## src/rtl/tvt_pkg.sv

```systemverilog
// Shared types, character codes and the name-byte classifier for the template tokenizer.
// No dependencies; every module of the block imports this package.
`timescale 1ns / 1ps

package tvt_pkg;

	// Result kinds as they appear in the low bits of m_tuser
	typedef enum logic [1:0] {
		KIND_LIT  = 2'd0,
		KIND_NAME = 2'd1,
		KIND_ERR  = 2'd2
	} kind_t;

	// Scanner mode across input bytes
	typedef enum logic [1:0] {
		MODE_TEXT   = 2'd0,
		MODE_DOLLAR = 2'd1,
		MODE_NAME   = 2'd2,
		MODE_ERROR  = 2'd3
	} mode_t;

	// Controller sequencer states
	typedef enum logic [2:0] {
		ST_IDLE,
		ST_BYTE,
		ST_BRACE,
		ST_FETCH,
		ST_EMIT
	} state_t;

	// Source of the result value
	typedef enum logic [2:0] {
		OSEL_IN,
		OSEL_DOLLAR,
		OSEL_BRACE,
		OSEL_HELD,
		OSEL_MEM,
		OSEL_ERR
	} osel_t;

	localparam logic [7:0] CHAR_DOLLAR = 8'h24;
	localparam logic [7:0] CHAR_LBRACE = 8'h7B;
	localparam logic [7:0] CHAR_RBRACE = 8'h7D;
	localparam logic [7:0] CHAR_UNDER  = 8'h5F;
	localparam logic [7:0] CHAR_LBRACK = 8'h5B;
	localparam logic [7:0] CHAR_RBRACK = 8'h5D;
	localparam logic [7:0] CHAR_DASH   = 8'h2D;
	localparam logic [7:0] CHAR_DOT    = 8'h2E;
	localparam logic [7:0] CHAR_STAR   = 8'h2A;
	localparam logic [7:0] CHAR_AT     = 8'h40;

	// Commands from controller to datapath
	typedef struct packed {
		logic   load;      // load the result register
		osel_t  sel;       // value source
		kind_t  kind;
		logic   name_end;
		logic   tend;
		logic   hold;      // capture input byte and last flag
		logic   store;     // append input byte to the name store
		logic   clr_len;
		logic   idx_clr;
		logic   idx_inc;
		logic   fetch;     // read name store at the burst index
	} dp_cmd_t;

	// Status from datapath to controller
	typedef struct packed {
		logic can_load;
		logic in_dollar;
		logic in_lbrace;
		logic in_rbrace;
		logic in_name;
		logic in_last;
		logic held_last;
		logic len_zero;
		logic len_full;
		logic idx_last;
	} dp_sts_t;

	function automatic logic is_name_byte(input logic [7:0] b);
		logic alnum;
		alnum = (b >= 8'h30 && b <= 8'h39) || (b >= 8'h41 && b <= 8'h5A) ||
			(b >= 8'h61 && b <= 8'h7A);
		return alnum || b == CHAR_UNDER || b == CHAR_LBRACK || b == CHAR_RBRACK ||
			b == CHAR_DASH || b == CHAR_DOT || b == CHAR_STAR || b == CHAR_AT;
	endfunction

endpackage

```

## src/rtl/tvt_datapath.sv

```systemverilog
// Datapath of the template tokenizer: name store memory, length and burst counters,
// held byte, and the result register. Depends on tvt_pkg.
`timescale 1ns / 1ps

module tvt_datapath #(
	parameter int NAME_MAX = 32
) (
	input  logic            clk,
	input  logic            arst_n,
	input  logic [7:0]      s_tdata,
	input  logic            s_tlast,
	input  tvt_pkg::dp_cmd_t cmd,
	output tvt_pkg::dp_sts_t sts,
	output logic            m_tvalid,
	input  logic            m_tready,
	output logic [7:0]      m_tdata,
	output logic            m_tlast,
	output logic [2:0]      m_tuser
);
	import tvt_pkg::*;

	localparam int LEN_W = $clog2(NAME_MAX + 1);
	localparam int IDX_W = (NAME_MAX > 1) ? $clog2(NAME_MAX) : 1;

	logic [7:0]       mem [NAME_MAX];
	logic [7:0]       rd_data_q;
	logic [7:0]       byte_q;
	logic             last_q;
	logic [LEN_W-1:0] len_q;
	logic [IDX_W-1:0] idx_q;

	logic             out_valid_q;
	logic [7:0]       out_value_q;
	kind_t            out_kind_q;
	logic             out_name_end_q;
	logic             out_tend_q;
	logic [7:0]       value_d;

	always_ff @(posedge clk) begin
		if (cmd.store)
			mem[len_q[IDX_W-1:0]] <= s_tdata;
		if (cmd.fetch)
			rd_data_q <= mem[idx_q];
	end

	always_ff @(posedge clk) begin
		if (cmd.hold) begin
			byte_q <= s_tdata;
			last_q <= s_tlast;
		end
	end

	always_ff @(posedge clk or negedge arst_n) begin
		if (!arst_n) begin
			len_q <= '0;
			idx_q <= '0;
		end else begin
			if (cmd.clr_len)
				len_q <= '0;
			else if (cmd.store)
				len_q <= len_q + LEN_W'(1);
			if (cmd.idx_clr)
				idx_q <= '0;
			else if (cmd.idx_inc)
				idx_q <= idx_q + IDX_W'(1);
		end
	end

	always_comb begin
		case (cmd.sel)
			OSEL_IN:     value_d = s_tdata;
			OSEL_DOLLAR: value_d = CHAR_DOLLAR;
			OSEL_BRACE:  value_d = CHAR_LBRACE;
			OSEL_HELD:   value_d = byte_q;
			OSEL_MEM:    value_d = rd_data_q;
			default:     value_d = 8'h00;
		endcase
	end

	always_ff @(posedge clk or negedge arst_n) begin
		if (!arst_n)
			out_valid_q <= 1'b0;
		else if (cmd.load)
			out_valid_q <= 1'b1;
		else if (m_tready)
			out_valid_q <= 1'b0;
	end

	always_ff @(posedge clk) begin
		if (cmd.load) begin
			out_value_q    <= value_d;
			out_kind_q     <= cmd.kind;
			out_name_end_q <= cmd.name_end;
			out_tend_q     <= cmd.tend;
		end
	end

	assign sts.can_load  = !out_valid_q || m_tready;
	assign sts.in_dollar = s_tdata == CHAR_DOLLAR;
	assign sts.in_lbrace = s_tdata == CHAR_LBRACE;
	assign sts.in_rbrace = s_tdata == CHAR_RBRACE;
	assign sts.in_name   = is_name_byte(s_tdata);
	assign sts.in_last   = s_tlast;
	assign sts.held_last = last_q;
	assign sts.len_zero  = len_q == '0;
	assign sts.len_full  = len_q == LEN_W'(NAME_MAX);
	assign sts.idx_last  = (LEN_W'(idx_q) + LEN_W'(1)) == len_q;

	assign m_tvalid = out_valid_q;
	assign m_tdata  = out_value_q;
	assign m_tlast  = out_tend_q;
	assign m_tuser  = {out_name_end_q, out_kind_q};

endmodule

```

## src/rtl/tvt_ctrl.sv

```systemverilog
// Controller of the template tokenizer: scan mode register and the result sequencer.
// Depends on tvt_pkg; drives tvt_datapath through dp_cmd_t.
`timescale 1ns / 1ps

module tvt_ctrl (
	input  logic             clk,
	input  logic             arst_n,
	input  logic             s_tvalid,
	output logic             s_tready,
	input  tvt_pkg::dp_sts_t sts,
	output tvt_pkg::dp_cmd_t cmd
);
	import tvt_pkg::*;

	state_t state_q, state_d;
	mode_t  mode_q, mode_d;
	logic   burst_name_q, burst_name_d;
	logic   take;
	logic   name_err;

	assign take     = (state_q == ST_IDLE) && s_tvalid && sts.can_load;
	assign name_err = sts.in_rbrace ? sts.len_zero : (!sts.in_name || sts.len_full);

	always_ff @(posedge clk or negedge arst_n) begin
		if (!arst_n) begin
			state_q      <= ST_IDLE;
			mode_q       <= MODE_TEXT;
			burst_name_q <= 1'b0;
		end else begin
			state_q      <= state_d;
			mode_q       <= mode_d;
			burst_name_q <= burst_name_d;
		end
	end

	// Next state and scan mode
	always_comb begin
		state_d      = state_q;
		mode_d       = mode_q;
		burst_name_d = burst_name_q;
		unique case (state_q)
			ST_IDLE: begin
				if (take) begin
					unique case (mode_q)
						MODE_TEXT: begin
							if (sts.in_dollar)
								mode_d = MODE_DOLLAR;
						end
						MODE_DOLLAR: begin
							if (sts.in_dollar) begin
								mode_d = MODE_TEXT;
							end else if (sts.in_lbrace) begin
								mode_d = MODE_NAME;
								if (sts.in_last)
									state_d = ST_BRACE;
							end else begin
								mode_d  = MODE_TEXT;
								state_d = ST_BYTE;
							end
						end
						MODE_NAME: begin
							if (name_err) begin
								mode_d = MODE_ERROR;
							end else if (sts.in_rbrace) begin
								mode_d       = MODE_TEXT;
								state_d      = ST_FETCH;
								burst_name_d = 1'b1;
							end else if (sts.in_last) begin
								state_d      = ST_BRACE;
								burst_name_d = 1'b0;
							end
						end
						MODE_ERROR: ;
					endcase
					if (sts.in_last)
						mode_d = MODE_TEXT;
				end
			end
			ST_BYTE: begin
				if (sts.can_load)
					state_d = ST_IDLE;
			end
			ST_BRACE: begin
				if (sts.can_load)
					state_d = sts.len_zero ? ST_IDLE : ST_FETCH;
			end
			ST_FETCH: state_d = ST_EMIT;
			ST_EMIT: begin
				if (sts.can_load)
					state_d = sts.idx_last ? ST_IDLE : ST_FETCH;
			end
			default: state_d = ST_IDLE;
		endcase
	end

	// Datapath commands
	always_comb begin
		cmd      = '0;
		cmd.sel  = OSEL_IN;
		cmd.kind = KIND_LIT;
		s_tready = 1'b0;
		unique case (state_q)
			ST_IDLE: begin
				s_tready = sts.can_load;
				if (take) begin
					unique case (mode_q)
						MODE_TEXT: begin
							if (!sts.in_dollar) begin
								cmd.load = 1'b1;
								cmd.tend = sts.in_last;
							end else if (sts.in_last) begin
								cmd.load = 1'b1;
								cmd.sel  = OSEL_DOLLAR;
								cmd.tend = 1'b1;
							end
						end
						MODE_DOLLAR: begin
							if (sts.in_dollar) begin
								cmd.load = 1'b1;
								cmd.sel  = OSEL_DOLLAR;
								cmd.tend = sts.in_last;
							end else if (sts.in_lbrace) begin
								cmd.clr_len = 1'b1;
								if (sts.in_last) begin
									cmd.load = 1'b1;
									cmd.sel  = OSEL_DOLLAR;
									cmd.hold = 1'b1;
								end
							end else begin
								cmd.load = 1'b1;
								cmd.sel  = OSEL_DOLLAR;
								cmd.hold = 1'b1;
							end
						end
						MODE_NAME: begin
							if (name_err) begin
								cmd.load    = 1'b1;
								cmd.sel     = OSEL_ERR;
								cmd.kind    = KIND_ERR;
								cmd.tend    = 1'b1;
								cmd.clr_len = 1'b1;
							end else if (sts.in_rbrace) begin
								cmd.hold    = 1'b1;
								cmd.idx_clr = 1'b1;
							end else begin
								cmd.store = 1'b1;
								if (sts.in_last) begin
									cmd.load = 1'b1;
									cmd.sel  = OSEL_DOLLAR;
									cmd.hold = 1'b1;
								end
							end
						end
						MODE_ERROR: ;
					endcase
				end
			end
			ST_BYTE: begin
				if (sts.can_load) begin
					cmd.load = 1'b1;
					cmd.sel  = OSEL_HELD;
					cmd.tend = sts.held_last;
				end
			end
			ST_BRACE: begin
				if (sts.can_load) begin
					cmd.load    = 1'b1;
					cmd.sel     = OSEL_BRACE;
					cmd.tend    = sts.held_last && sts.len_zero;
					cmd.idx_clr = 1'b1;
				end
			end
			ST_FETCH: cmd.fetch = 1'b1;
			ST_EMIT: begin
				if (sts.can_load) begin
					cmd.load     = 1'b1;
					cmd.sel      = OSEL_MEM;
					cmd.kind     = burst_name_q ? KIND_NAME : KIND_LIT;
					cmd.name_end = burst_name_q && sts.idx_last;
					cmd.tend     = sts.held_last && sts.idx_last;
					if (sts.idx_last)
						cmd.clr_len = 1'b1;
					else
						cmd.idx_inc = 1'b1;
				end
			end
			default: ;
		endcase
	end

endmodule

```

## src/rtl/template_variable_tokenizer_top.sv

```systemverilog
// A direct result is valid the cycle after the transfer that causes it; the first byte of a
// name burst follows the closing brace through ST_FETCH (store read) and then ST_EMIT.
// Plain text bytes, $$ and a lone $ go at one input byte per cycle unless the output stalls;
// a byte after a lone $ is held and sent from ST_BYTE, which stalls the input, as does a
// closing brace or an unclosed name at template end while ST_FETCH and ST_EMIT send the name.
// Reset (arst_n low, asynchronous): text mode, name length zero, output empty; store kept.
`timescale 1ns / 1ps

module template_variable_tokenizer_top #(
	parameter int NAME_MAX = 32   // longest accepted variable name, 1 to 60
) (
	input  logic       clk,
	input  logic       arst_n,
	// Input stream: one template byte per transfer
	input  logic       s_tvalid,
	output logic       s_tready,
	input  logic [7:0] s_tdata,   // [7:0] byte_in
	input  logic       s_tlast,   // last_byte: final byte of the template
	// Result stream: one token byte per transfer
	output logic       m_tvalid,
	input  logic       m_tready,
	output logic [7:0] m_tdata,   // [7:0] value (zero on error)
	output logic       m_tlast,   // template_end: final result of the template
	output logic [2:0] m_tuser    // [1:0] kind, [2] name_end
);
	import tvt_pkg::*;

	dp_cmd_t cmd;
	dp_sts_t sts;

	// Controller: holds the scan mode, decides per transfer which results to produce,
	// and steps through the literal prefix and the name burst.
	tvt_ctrl u_ctrl (
		.clk     (clk),
		.arst_n  (arst_n),
		.s_tvalid(s_tvalid),
		.s_tready(s_tready),
		.sts     (sts),
		.cmd     (cmd)
	);

	// Datapath: buffers name bytes, classifies the incoming byte, and holds the
	// result register that decouples the two stream sides.
	tvt_datapath #(
		.NAME_MAX(NAME_MAX)
	) u_dp (
		.clk     (clk),
		.arst_n  (arst_n),
		.s_tdata (s_tdata),
		.s_tlast (s_tlast),
		.cmd     (cmd),
		.sts     (sts),
		.m_tvalid(m_tvalid),
		.m_tready(m_tready),
		.m_tdata (m_tdata),
		.m_tlast (m_tlast),
		.m_tuser (m_tuser)
	);

endmodule

```

## config.mk

```make
export PLATFORM = sky130hd
export DESIGN_NAME = template_variable_tokenizer_top
export DESIGN_NICKNAME = d
export VERILOG_FILES = /design/src/rtl/tvt_pkg.sv /design/src/rtl/tvt_datapath.sv /design/src/rtl/tvt_ctrl.sv /design/src/rtl/template_variable_tokenizer_top.sv
export SDC_FILE = /design/constraint.sdc
export NUM_CORES = 1
export LEC_CHECK = 0
export BUFFER_PORTS_ARGS = -buffer_cell sky130_fd_sc_hd__buf_2
export CAP_MARGIN = 20
export CELL_PAD_IN_SITES_DETAIL_PLACEMENT = 0
export CELL_PAD_IN_SITES_GLOBAL_PLACEMENT = 1
export CORE_UTILIZATION = 25
export CTS_CLUSTER_DIAMETER = 50
export DETAILED_ROUTE_END_ITERATION = 10
export GPL_TIMING_DRIVEN = 0
export PLACE_DENSITY_LB_ADDON = 0.25
export SLEW_MARGIN = 40
export SYNTH_ARGS = -nofsm -noshare
export SYNTH_HDL_FRONTEND = slang
export SYNTH_SLANG_ARGS = --single-unit
```

## constraint.sdc

```tcl
create_clock -name clk -period 3 [get_ports clk]
set_input_delay 0.3 -clock clk [delete_from_list [all_inputs] [get_ports clk]]
set_output_delay 0.3 -clock clk [all_outputs]
set_load 0.05 [all_outputs]
```

=== Yosys cells after proc, flatten, opt, wreduce, memory -nomap -nowiden ===
Memories as Yosys holds them, arrays and structs flattened. A register that Yosys moved wholly into a read port is not among the register bits.
Index checks and enable logic that the tools add are counted.

* Register bits after elaboration: 39
* Latch bits: 0
* RAM bits: 256
* Memory bits (read-only): 0
* Input port bits: 13
* Output and inout bits: 14
* Logic and storage cells: 170
* Memories: 1

* Add/sub/neg operators: 3
* $mul: 0
* Divide/modulo/power cells: 0
* Order comparisons: 6
* Equality and inequality tests: 31
* Shift-type cells: 0
* Mux-type cells: 82
* Bitwise gates (word level): 1
* Reduce and logical (&&, ||, !) cells: 34

{| class="wikitable"
|+ Memory list
! name !! depth !! width !! read ports !! clocked after memory_dff !! wr ports !! line !! RTL
|-
| u_dp.mem || 32 || 8 || 1 || 1 || 1 || tvt_datapath.sv:25 || <nowiki>logic [7:0] mem [NAME_MAX];</nowiki>
|}

{| class="wikitable"
|+ Operators with widths
! operator !! number
|-
| == test 8 x 7 -> 1 bit (second input constant) || 6
|-
| one-hot mux 8 bit (5 select lines) || 1
|-
| 2-to-1 mux 1 bit || 33
|-
| == test 8 x 6 -> 1 bit (second input constant) || 4
|-
| 2-to-1 mux 3 bit || 10
|-
| 2-to-1 mux 4 bit || 7
|-
| 2-to-1 mux 2 bit || 12
|-
| 2-to-1 mux 6 bit || 3
|-
| greater-or-equal comparator 8 x 7 -> 1 bit (second input constant) || 2
|-
| <= comparator 8 x 7 -> 1 bit (second input constant) || 2
|-
| one-hot mux 4 bit (4 select lines) || 1
|-
| 2-to-1 mux 5 bit || 3
|-
| one-hot mux 3 bit (5 select lines) || 1
|-
| == test 3 x 2 -> 1 bit (second input constant) || 4
|-
| one-hot mux 4 bit (3 select lines) || 1
|-
| logical OR 1 bit || 11
|-
| AND reduction 5 bit || 2
|-
| inequality test 3 bit (second input constant) || 3
|-
| greater-or-equal comparator 8 x 6 -> 1 bit (second input constant) || 1
|-
| <= comparator 8 x 6 -> 1 bit (second input constant) || 1
|-
| logical AND 1 bit || 8
|-
| 2-to-1 mux 8 bit || 1
|-
| inequality test 2 x 1 -> 1 bit (second input constant) || 4
|-
| one-hot mux 1 bit (2 select lines) || 4
|-
| 25 further kinds || 32
|}

=== Longest topological paths before layout ===
* Depth in word-level cells: 20
* Depth in mapped cells: 10
* Gate-level depth less buffers: 8

=== By module ===
A second synthesis with hierarchy kept.

* Cells, all modules: 687
* Area total of the unflattened synthesis: 12679.7 µm²

{| class="wikitable"
|+ By module, submodules not included
! module !! instances !! cells an instance !! area an instance (µm²) !! sequential area each (µm²)
|-
| tvt_datapath || 1 || 578 || 11836.4 || 8858.5
|-
| tvt_ctrl || 1 || 109 || 843.3 || 150.1
|}

=== Worst setup path after synthesis ===
No wires, ideal clock.

* Path type: reg-to-reg
* Start: reg u_dp.len_q[0]
* End: mem u_dp.mem[12][0] (enable)
* Setup time: 0.370 ns
* Arrival time: 2.251 ns
* Data required time: 2.630 ns
* Slack: 0.379 ns
* Stages on the path, launching flop included: 9
* Path buffers: 2
* Period minus slack after synthesis: 2.621 ns
* Cell sequence: dfrtp_1 > clkbuf_1 > inv_1 > ha_1 > a311oi_4 > and3_1 > buf_2 > nand2_1 > nor2_1

* Longest elaborated chain between the ends: 9
* Elaborated cells on any way between the ends: 10
* Those cells by class: 1 x eq/ne; 7 x mux; 2 x reduce/logical

{| class="wikitable"
|+ Ends and longest elaborated chain
! element !! line !! RTL
|-
| start, declared || tvt_datapath.sv:29 || <nowiki>logic [LEN_W-1:0] len_q;</nowiki>
|-
| start signal, assigned || tvt_datapath.sv:61 || <nowiki>len_q <= len_q + LEN_W'(1);</nowiki>
|-
| == test 6 bit || tvt_datapath.sv:106 || <nowiki>assign sts.len_full = len_q == LEN_W'(NAME_MAX);</nowiki>
|-
| logical OR 1 bit || tvt_ctrl.sv:22 || <nowiki>assign name_err = sts.in_rbrace ? sts.len_zero : (!sts.in_name || sts.len_full);</nowiki>
|-
| 2-to-1 mux 1 bit || tvt_ctrl.sv:22 ||
|-
| 2-to-1 mux 2 bit || tvt_ctrl.sv:136 || <nowiki>if (name_err) begin</nowiki>
|-
| 2-to-1 mux 1 bit || tvt_ctrl.sv:106 || <nowiki>unique case (mode_q)</nowiki>
|-
| 2-to-1 mux 5 bit || tvt_ctrl.sv:105 || <nowiki>if (take) begin</nowiki>
|-
| 2-to-1 mux 2 bit || tvt_ctrl.sv:102 || <nowiki>unique case (state_q)</nowiki>
|-
| 2-to-1 mux 1 bit || tvt_datapath.sv:40 || <nowiki>if (cmd.store)</nowiki>
|-
| 2-to-1 mux 1 bit (implied by the code) || tvt_datapath.sv:41 || <nowiki>mem[len_q[IDX_W-1:0]] <= s_tdata;</nowiki>
|-
| end, declared || tvt_datapath.sv:25 ||
|}

Parallel ways exist; a longest one is shown, timed or not.

==> metrics.csv <==
metric,value,unit
io_buffers,26,
final_min_period_over_clock_period,95.01,%
clock_power_share,38.0,%
rr_worst_depth,5,
power.internal,0.008091,W
powerDensity,722.4,nW/µm²
power.ir.vdd_worst,0.0004264,V
boundary_pins,27,
drtAntennaViolNets,0,
grt_start_max_net_pins,41,
drc_errors,0,
cp_common_cell,mux4_2,
p_seq_share,43.4,%
area_growth,22.90,%
area_of_the_die,51350,µm²
netlist_area_pre_place,12610,µm²
holdPathStages,1,
ff_to_ff_setup_slack,0.15,ns
floorplan.die.height,226.6,µm
worst_path_setup_slack_after_routing,0.1496,ns
fp.dieW,226.6,µm
htreeDepth,2,
synth_instances,693,
finalHoldWorstSlack,0.2535,ns
number_of_unique_standard_cell_types_used_by_synthesis,63,
rsz0062_at_grt,no,
core-area,49360,µm²
setup_viol_count_final,0,
multi_input_area,3620,µm²
terminating_pin_of_the_worst_hold_path,u_dp.mem[9][1],
drt_first_pass_iters,5,
global_route_usage_over_all_layers,12.52,%
switching_share,27.73,%
min-delay-start,s_tdata[1],
drt-wirelength-per-cell,21.11,µm
first_global_vias,6787,
worst_slew_pin_slew,0.7788,ns
leakagePower,4.856,nW
hold_path_class,in -> reg,
routabilityCongestion,0.7514,
worstReg2RegEnd,u_dp.rd_data_q[2],
slew_headroom,47.60,%
syn_nets,715,
maxCapViolCount,0,
num_vias,6644,
setup_tns,0,ns
clock-sinks,303,
crit_path_end_kind,flop,
totalWireLength,31250,µm
ys_dominant_reg_cell,edfxtp_1,
crit_fanout,10,
ys.warnings.count,0,
cts_tree,done,
core.rowCount,81,
cp.required,3.27,ns
nFillCells,4846,
final_cell_area,15500,µm²
crit_arrival,3.12,ns
hold_viol,0,
clock-skew-final,0.01904,ns
period_minus_slack,2.850,ns
drt_iter0_drcs,508,
cp_top_family,multiplexers,
post_route_cells_drive_above_1_share,32.11,%
run_status,"complete, no violations",
finish.utilization,31.40,%
post_layout_nets,810,
antenna_found_initial,1,
regToRegStartpoint,u_dp.idx_q[0],
cts-root-to-sink-buffers,3,
root_buffer,clkbuf_16,
crit_path_cell_trace,clkbuf_1 > clkbuf_4 > mux4_2 > mux4_2 > mux2_2,
post-place-ws,-1.048,ns
antenna_cell_count,0,
cp_slowest_stage_delay,0.62,ns
cp_num_cells,5,
cp_num_buf_inv,2,
vias_per_cell,4.489,
final-seq-area,9009,µm²
setup.worst_path.start_class,flop,
sequential_cell_area_fraction_in_the_yosys_report,71.44,%
post_dp_cell_area,13610,µm²
timing_worst_setup_path_type,reg -> reg,
power.switching,0.003105,W
starting_density,25.55,%
cts_buffers,38,
final_max_slew_viol_count,0,
ff_latch_count_synth,303,
postSynth.asyncResetShare,5.941,%
syn_area_per_cell,18.20,µm²
power.share.combinational,18.6,%
grt_first_pass_wirelength,46110,µm
slowest_stage,mux4_2,
insertion_delay,0.54,ns
cts.clk_slew.worst_paths,0.06,ns
grt_overflow,0,
achievable-frequency,350.8,MHz
synth-edff-count,285,
place_hpwl,20060,µm
## cell type report
cell class / count / share of cell area, %
Buffer: 35 / 1.187
Clock buffer: 53 / 6.701
Clock inverter: 15 / 0.7912
Inverter: 15 / 0.3633
Multi-Input combinational cell: 339 / 23.36
Sequential cell: 303 / 58.13
Tap cell: 664 / 5.360
Timing Repair Buffer: 56 / 4.117
## registers in the layout, indices dropped and copies added, names as in the netlist
signal and cells:
u_ctrl.burst_name_q 1, u_ctrl.mode_q 2, u_ctrl.state_q 3, u_dp.byte_q 8, u_dp.idx_q 5, u_dp.last_q 1, u_dp.len_q 6, u_dp.m_tdata 8
u_dp.m_tlast 1, u_dp.m_tvalid 1, u_dp.mem 256, u_dp.out_kind_q 2, u_dp.out_name_end_q 1, u_dp.rd_data_q 8
## layer usage
layer / GRT usage, % / vias to the layer above / wire [µm]
met5: 0 / - / 0
met4: 3.901 / 0 / 650
met3: 2.566 / 45 / 1437
met2: 19.29 / 151 / 14450
met1: 17.63 / 3457 / 14710
li1: - / 2991 / -
## timing repair
| action | CTS | global route |
|---|---|---|
| hold endpoints to repair | 19 | 0 |
| endpoints found under the setup margin | 276 | 218 |
| hold buffers | 2 | 0 |
| pin swaps | 1 | 23 |
| buffers inserted | 3 | 25 |
| gates resized for setup | 20 | 37 |
## layout by cell type, fill, tap and decap left out, types with 4 or more instances in the layout
master / instances
edfxtp_1: 285
mux4_2: 74
clkbuf_16: 39
nand2_1: 36
buf_2: 32
nor2_1: 28
nor2_4: 25
clkbuf_1: 24
buf_12: 21
dfrtp_1: 18
inv_1: 15
buf_4: 15
mux2i_1: 12
o21ai_0: 12
xnor2_1: 10
ha_1: 9
mux2_2: 8
a21oi_1: 8
nor2_2: 8
nor3_1: 7
nand3_1: 7
o221ai_1: 6
nand4_1: 5
or3_1: 5
xor2_1: 5
a32oi_1: 5
inv_6: 5
clkinv_2: 5
nand2b_1: 4
and3_1: 4
and2_1: 4
## cell usage after synthesis (all sizes together), types with 2 or more instances
cell type	instances	area, µm²
a211oi	2	40.04
a21o	3	22.52
a21oi	9	45.04
a31oi	2	12.51
a32oi	5	43.79
and2	5	33.78
and3	4	25.02
buf	22	111.4
clkbuf	14	52.55
dfrtp	18	450.4
edfxtp	285	8558
ha	9	112.6
inv	15	56.30
mux2	8	90.09
mux2i	12	120.1
mux4	74	1667
nand2	39	146.4
nand2b	4	25.02
nand3	8	40.04
nand3b	3	22.52
nand4	5	31.28
nor2	61	236.5
nor2b	3	18.77
nor3	7	35.03
nor3b	2	15.01
nor4	2	12.51
nor4b	2	23.77
o211ai	3	27.52
o21ai	15	75.07
o21bai	2	15.01
o221ai	7	67.56
o22ai	3	25.02
o31ai	3	22.52
o32a	2	21.27
or3	5	31.28
xnor2	10	87.58
xor2	5	43.79
## metrics by stage
| stage | std cells | power [W] |
|---|---|---|
| after floorplan | 693 | 0.006428 |
| after global placement | 1383 | 0.007039 |
| after detailed placement | 1383 | 0.007037 |
| after CTS | 1456 | 0.01134 |
| after global routing | 1480 | 0.01165 |
| final | 1480 | 0.01120 |
## worst max path at each step
stage	end	slack, ns	startpoint
after detailed placement	u_dp.mem[3][3]	-1.05	s_tdata[0]
final	u_dp.rd_data_q[2]	0.15	u_dp.idx_q[0]
after global routing	u_dp.rd_data_q[7]	0.003	u_dp.idx_q[0]
after global placement	u_dp.mem[15][1]	-0.92	s_tdata[0]
after CTS	u_dp.mem[8][2]	-0.59	u_dp.len_q[0]
after floorplan	u_dp.mem[12][0]	0.38	u_dp.len_q[0]
## cell families after synthesis
group,share of synthesized area (%)
buffers and inverters,1.746
adders and majority gates,0.8930
muxes,14.88
DFF,71.44
xor gates and xnor gates,1.042
and+or+nand+nor,5.774
AOI/OAI and AO/OA,4.227
## power groups by stage
| stage | Combinational (W) | Sequential [W] | Clock, W |
|---|---|---|---|
| floorplan | 0.00117 | 0.00526 | 0 |
| global placement | 0.00209 | 0.00495 | 0 |
| detailed placement | 0.00209 | 0.00495 | 0 |
| CTS | 0.00211 | 0.00486 | 0.00437 |
| global route | 0.00224 | 0.00488 | 0.00453 |
| finish | 0.00208 | 0.00486 | 0.00425 |
## worst reg2reg max path, cell delays in order (launching register included)
cell,delay (ns)
dfrtp_1,0.35
clkbuf_1,0.33
clkbuf_4,0.42
mux4_2,0.63
mux4_2,0.55
mux2_2,0.32
No activity file was read; power rests on OpenSTA's default activity.
